File: config.mk
export PLATFORM = sky130hd
export DESIGN_NAME = bfha_ext_mem
export DESIGN_NICKNAME = d
export VERILOG_FILES = /design/src/hdl/bfha_pkg.sv /design/src/hdl/bfha_ext_mem.sv
export SDC_FILE = /design/constraint.sdc
export NUM_CORES = 1
export LEC_CHECK = 0
export BUFFER_PORTS_ARGS = -buffer_cell sky130_fd_sc_hd__buf_2
export CAP_MARGIN = 40
export CORE_ASPECT_RATIO = 0.7
export CORE_MARGIN = 2
export CORE_UTILIZATION = 50
export CTS_CLUSTER_DIAMETER = 100
export CTS_CLUSTER_SIZE = 28
export DETAILED_ROUTE_END_ITERATION = 10
export PLACE_DENSITY = 0.66
export RECOVER_POWER = 50
export SLEW_MARGIN = 20
export SYNTH_ARGS = -nofsm -noshare
export SYNTH_HDL_FRONTEND = slang
export SYNTH_SLANG_ARGS = --single-unit
File: constraint.sdc
create_clock -name clk -period 7.5 [get_ports clk]
set_input_delay 0.75 -clock clk [delete_from_list [all_inputs] [get_ports clk]]
set_output_delay 0.75 -clock clk [all_outputs]
set_load 0.02 [all_outputs]
File: src/hdl/bfha_pkg.sv
// shared types and constants for the best-fit heap allocator
package bfha_pkg;

	// operation codes carried on the input tuser
	localparam logic [1:0] OP_ALLOC   = 2'd0;
	localparam logic [1:0] OP_RELEASE = 2'd1;
	localparam logic [1:0] OP_RESTART = 2'd2;

	// result status codes
	localparam logic [2:0] ST_OK      = 3'd0;
	localparam logic [2:0] ST_NOFIT   = 3'd1;
	localparam logic [2:0] ST_NULL    = 3'd2;
	localparam logic [2:0] ST_UNKNOWN = 3'd3;
	localparam logic [2:0] ST_FULL    = 3'd4;

	// block header and the smallest remainder worth keeping as an extent
	localparam logic [31:0] HDR_BYTES = 32'd8;
	localparam logic [23:0] MIN_SPARE = 24'd44;

	// pool register values after reset
	localparam logic [31:0] RESET_BASE  = 32'd0;
	localparam logic [23:0] RESET_BYTES = 24'd65536;

endpackage

File: src/hdl/bfha_ext_mem.sv
// free extent table: start and size per entry, one write and one registered read port
module bfha_ext_mem import bfha_pkg::*; #(
	parameter int DEPTH = 32
) (
	input  logic                     clk,
	input  logic                     we,
	input  logic [$clog2(DEPTH)-1:0] waddr,
	input  logic [31:0]              wstart,
	input  logic [23:0]              wsize,
	input  logic [$clog2(DEPTH)-1:0] raddr,
	input  logic                     ent0_rst,
	output logic [31:0]              rstart,
	output logic [23:0]              rsize
);

	logic [31:0] start_mem [DEPTH];
	logic [23:0] size_mem  [DEPTH];

	// write port
	always_ff @(posedge clk) begin
		if (we) begin
			start_mem[waddr] <= wstart;
			size_mem[waddr]  <= wsize;
		end
	end

	// read port, entry zero shows the reset extent until first written
	always_ff @(posedge clk) begin
		if (ent0_rst && raddr == '0) begin
			rstart <= RESET_BASE;
			rsize  <= RESET_BYTES;
		end else begin
			rstart <= start_mem[raddr];
			rsize  <= size_mem[raddr];
		end
	end

endmodule

==> impl.org <==
** Die
- Area inside the core boundary :: 0.1378 mm^2
- During I/O placement, the number of pins put on the boundary was ~130.
- Floorplan die height :: ~320 um
- The floorplan step defined a die boundary enclosing approximately 0.14 mm^2.
- The initial utilization of the core area, before any placement, comes to around half.
- The floorplan has roughly 110 rows.
- X dimension of the die :: 448.9 um

** Setup path
- The worst setup path is launched from an input pin.
- CP Data Arrival Time :: about 4000 ps
- CP Class :: in2reg
- At the worst endpoint, the required time is between 8000 and 9000 ps.
- Slowest stage delay, CP :: 660 ps
- Together, buffers and inverters on the worst path number 3.
- The signal on the critical path passes through buf_8 -> buf_12 -> buf_4 -> mux4_2 -> a2111oi_0 -> a211oi_1.
- CP Max Fanout :: 89
- Cell type group with the largest total delay on the critical path :: buffers and inverters
- STA classifies the critical path endpoint as a flop.
- Slowest stage cell, crit path :: sky130_fd_sc_hd__buf_4

** Power and ir drop
- Pleak :: roughly 0.023 uW
- The design draws between 15000 and 20000 uW.
- The internal power of the cells totals roughly 14000 uW.
- Combinational power share :: around 5.7%
- For this design the total switching power over the nets is roughly 3700 uW.
- The worst-case IR drop observed on VDD is approximately 0.24 mV.
- Sequential cells account for 65.7% of the total power.
- Power share of the clock group :: between 20 and 30%
- Power spread over the standard cell area amounts to 234.7 mW/mm^2.
- Switching power share of the total :: 21.09%

** Layout
- Net count, final :: between 3000 and 4000
- The finished cells cover ~0.075 mm^2.
- Relative to the synthesized area, the layout overhead comes to 7.992%.
- The post-route netlist has 20.35% of its cells at a drive strength greater than 1.

** STA
- Setup repair after global routing left no endpoint under its margin.
- Headroom to the max-slew limit came out at -15.21%.
- Final critical-path share of the clock period :: between 40% and 50%
- Post-Route Hold Slack :: 576.4 ps
- The final number of hold-violating endpoints came to 0.
- Max-slew violation count :: 89
- At the pin with the least slew margin, the transition time is 1722 ps.
- Finish-stage setup viols :: 0
- Highest clock rate :: between 200 and 300 MHz
- Accumulated negative setup slack :: 0 ps
- On the final layout, the worst clock skew is between 20 and 25 ps.
- Clock period minus worst slack :: roughly 3400 ps

** CTS
- At the later pin of the worst-skew pair, clock insertion delay measures 730 ps.
- Clock slew at reported path FFs :: around 100 ps
- After clock tree synthesis, the setup repair step added 0 buffers.
- In this run the clock root is driven by a sky130_fd_sc_hd__clkbuf_16.
- TritonCTS built the clock tree.
- Number of buffers inserted for hold repair after clock tree synthesis :: 0
- CTS built an H-tree with a depth of 3.
- Inserted Clock Buffers :: between 70 and 80
- Clock sink total :: around 1800
- The clock passes through at most 3 buffers.
- The number of gates resized after CTS was 0.

** Routing
- Dividing the detail-routed wire length by the instance count gives between 30 and 40 um.
- In the routed layout, each cell is associated on average with a via count of about 6.4.
- Drc violations :: 0
- Pre-Repair DR Iteration Count :: 6
- For this block, the initial DRC count from the detailed router was 3909.
- Vias after detailed routing :: around 33000
- Number of nets with antenna violations after detailed routing :: 0
- After detailed routing, the total wire length is 166400 um.

** Run status
- The flow ran to the end, but the final reports show violations.
- The final reports fail on max-capacitance violations, max-slew violations.

** GRT
- Wire length of the first global-routing pass :: about 240000 um
- Via count of the first global-routing pass :: approximately 33000
- Summed over all layers, the global routing overflow is 0.
- Maximum number of pins on one net before global-route repair :: 103
- Overall Global Routing Usage :: 23.31%
- Initial antenna violation count :: 6

** Synthesis
- Cell variety after synth :: 32
- After synthesis the netlist holds a flip-flop and latch count of approximately 1800.
- For this run, the register share of the synthesized area comes to 79.29%.
- During synthesis, Yosys emitted a total of 0 warnings.
- In the synthesized netlist the async set-or-reset flop fraction comes to 0%.
- The number of nets in the synthesized netlist is between 3000 and 4000.
- Summing every instance area after synthesis gives about 0.07 mm^2.
- Most used flip-flop cell after synthesis :: sky130_fd_sc_hd__edfxtp_1
- Avg Inst Size Synth :: roughly 23 um^2
- Number of enable-type register cells in the synthesized netlist :: around 1800
- Count of mapped cells out of synthesis :: 3038

** Placement
- After detailed placement, the total cell area comes to about 0.073 mm^2.
- Routability-driven placement finished with a final weighted congestion of about 0.76.
- Buffers placed on the I/O ports in this run total 124.
- The HPWL after detailed placement is slightly above 90000 um.

** Min path
- Type of the worst min-delay path :: in2reg

** Job
- Max-cap violations in this run came to 6.
-- power groups by stage --
stage          clock network, uW  logic [uW]  registers [uW]
2_1_floorplan                  0         566           11800
6_report                    5020        1010           11500
5_1_grt                     5450        1080           11500
3_5_place_dp                   0        1020           11800
3_3_place_gp                   0         981           11800
4_1_cts                     5100        1020           11500
-- cells in the mapped netlist, types with 29 or more instances --
cell	number	area [um^2]
sky130_fd_sc_hd__o221ai_1	55	481.7
sky130_fd_sc_hd__buf_2	43	215.2
sky130_fd_sc_hd__a22oi_1	56	420.4
sky130_fd_sc_hd__a211oi_1	53	397.9
sky130_fd_sc_hd__buf_6	31	349.1
sky130_fd_sc_hd__edfxtp_1	1792	53810
sky130_fd_sc_hd__a2111oi_2	32	480.5
sky130_fd_sc_hd__a21oi_1	55	275.3
sky130_fd_sc_hd__buf_4	29	217.7
sky130_fd_sc_hd__dfxtp_1	56	1121
sky130_fd_sc_hd__a22o_1	55	481.7
sky130_fd_sc_hd__nor2_1	35	131.4
sky130_fd_sc_hd__o22ai_1	55	344.1
sky130_fd_sc_hd__mux4_2	337	7590
sky130_fd_sc_hd__clkbuf_1	73	274.0
sky130_fd_sc_hd__mux2i_1	227	2272
-- per-stage QoR --
stage               util [%]  instances  setup slack, ps
CTS                    54.35       5069             4113
global route           54.29       5076             3910
global placement       52.30       4908             3270
detailed placement     52.74       4935             3340
floorplan                  -       3038             3274
finish                 54.30       5079             4134
-- metal layers --
metal,GRT usage [%],routed length (um)
met5,0,41
met4,5.257,3993
met3,3.896,13840
met2,38.01,80330
met1,33.56,68210
-- layout by cell type, fill, tap and decap left out, types with 4 or more instances in the layout --
cell type	netlist	final
sky130_fd_sc_hd__a22o_1	55	55
sky130_fd_sc_hd__or3b_2	4	4
sky130_fd_sc_hd__clkbuf_16	0	79
sky130_fd_sc_hd__diode_2	0	5
sky130_fd_sc_hd__clkbuf_1	73	112
sky130_fd_sc_hd__nor2_4	0	26
sky130_fd_sc_hd__mux4_2	337	337
sky130_fd_sc_hd__edfxtp_1	1792	1792
sky130_fd_sc_hd__a21oi_1	55	55
sky130_fd_sc_hd__buf_2	43	62
sky130_fd_sc_hd__a211oi_1	53	53
sky130_fd_sc_hd__nand3b_1	6	6
sky130_fd_sc_hd__buf_16	0	8
sky130_fd_sc_hd__mux2i_1	227	227
sky130_fd_sc_hd__a2111oi_2	32	32
sky130_fd_sc_hd__nor2_1	35	10
sky130_fd_sc_hd__buf_4	29	65
sky130_fd_sc_hd__o22ai_1	55	55
sky130_fd_sc_hd__a2111oi_0	23	23
sky130_fd_sc_hd__a22oi_1	56	56
sky130_fd_sc_hd__dfxtp_1	56	56
sky130_fd_sc_hd__o221ai_1	55	55
sky130_fd_sc_hd__buf_12	0	26
-- final cells by class --
cell class | instances | area, um^2
Fill cell | 10290 | 62970
Sequential cell | 1848 | 54930
Multi-Input combinational cell | 1009 | 13490
Tap cell | 1856 | 2322
Clock buffer | 131 | 2172
Timing Repair Buffer | 227 | 1843
Clock inverter | 3 | 45.04
Antenna cell | 5 | 12.51
-- cell families after synthesis --
kind of cell / share of synthesized area, %
flip-flops: 79.29
buffers and inverters: 1.553
multiplexers: 14.24
AO/OA/AOI/OAI: 4.519
AND/OR/NAND/NOR: 0.3991
-- path summary, 6_finish.rpt --
| path | start | end | slack [ps] | depth (start not counted) |
|---|---|---|---|---|
| worst max-delay path | raddr[0] | rstart[29]$_SDFF_PP0_ | 4130 | 6 |
| worst min-delay path | raddr[3] | rsize[16]$_SDFF_PP1_ | 580 | 2 |
| worst max register to register | size_mem[10][17]$_DFFE_PP_ | rsize[17]$_SDFF_PP0_ | 5440 | 4 |
| worst min register to register | start_mem[6][26]$_DFFE_PP_ | rstart[26]$_SDFF_PP0_ | 810 | 4 |
-- sequential cells by signal, summed over array words and instances (netlist names) --
signal	flops
start_mem	1024
size_mem	768
rsize	24
rstart	32
Power figures use the tool's default switching activity.
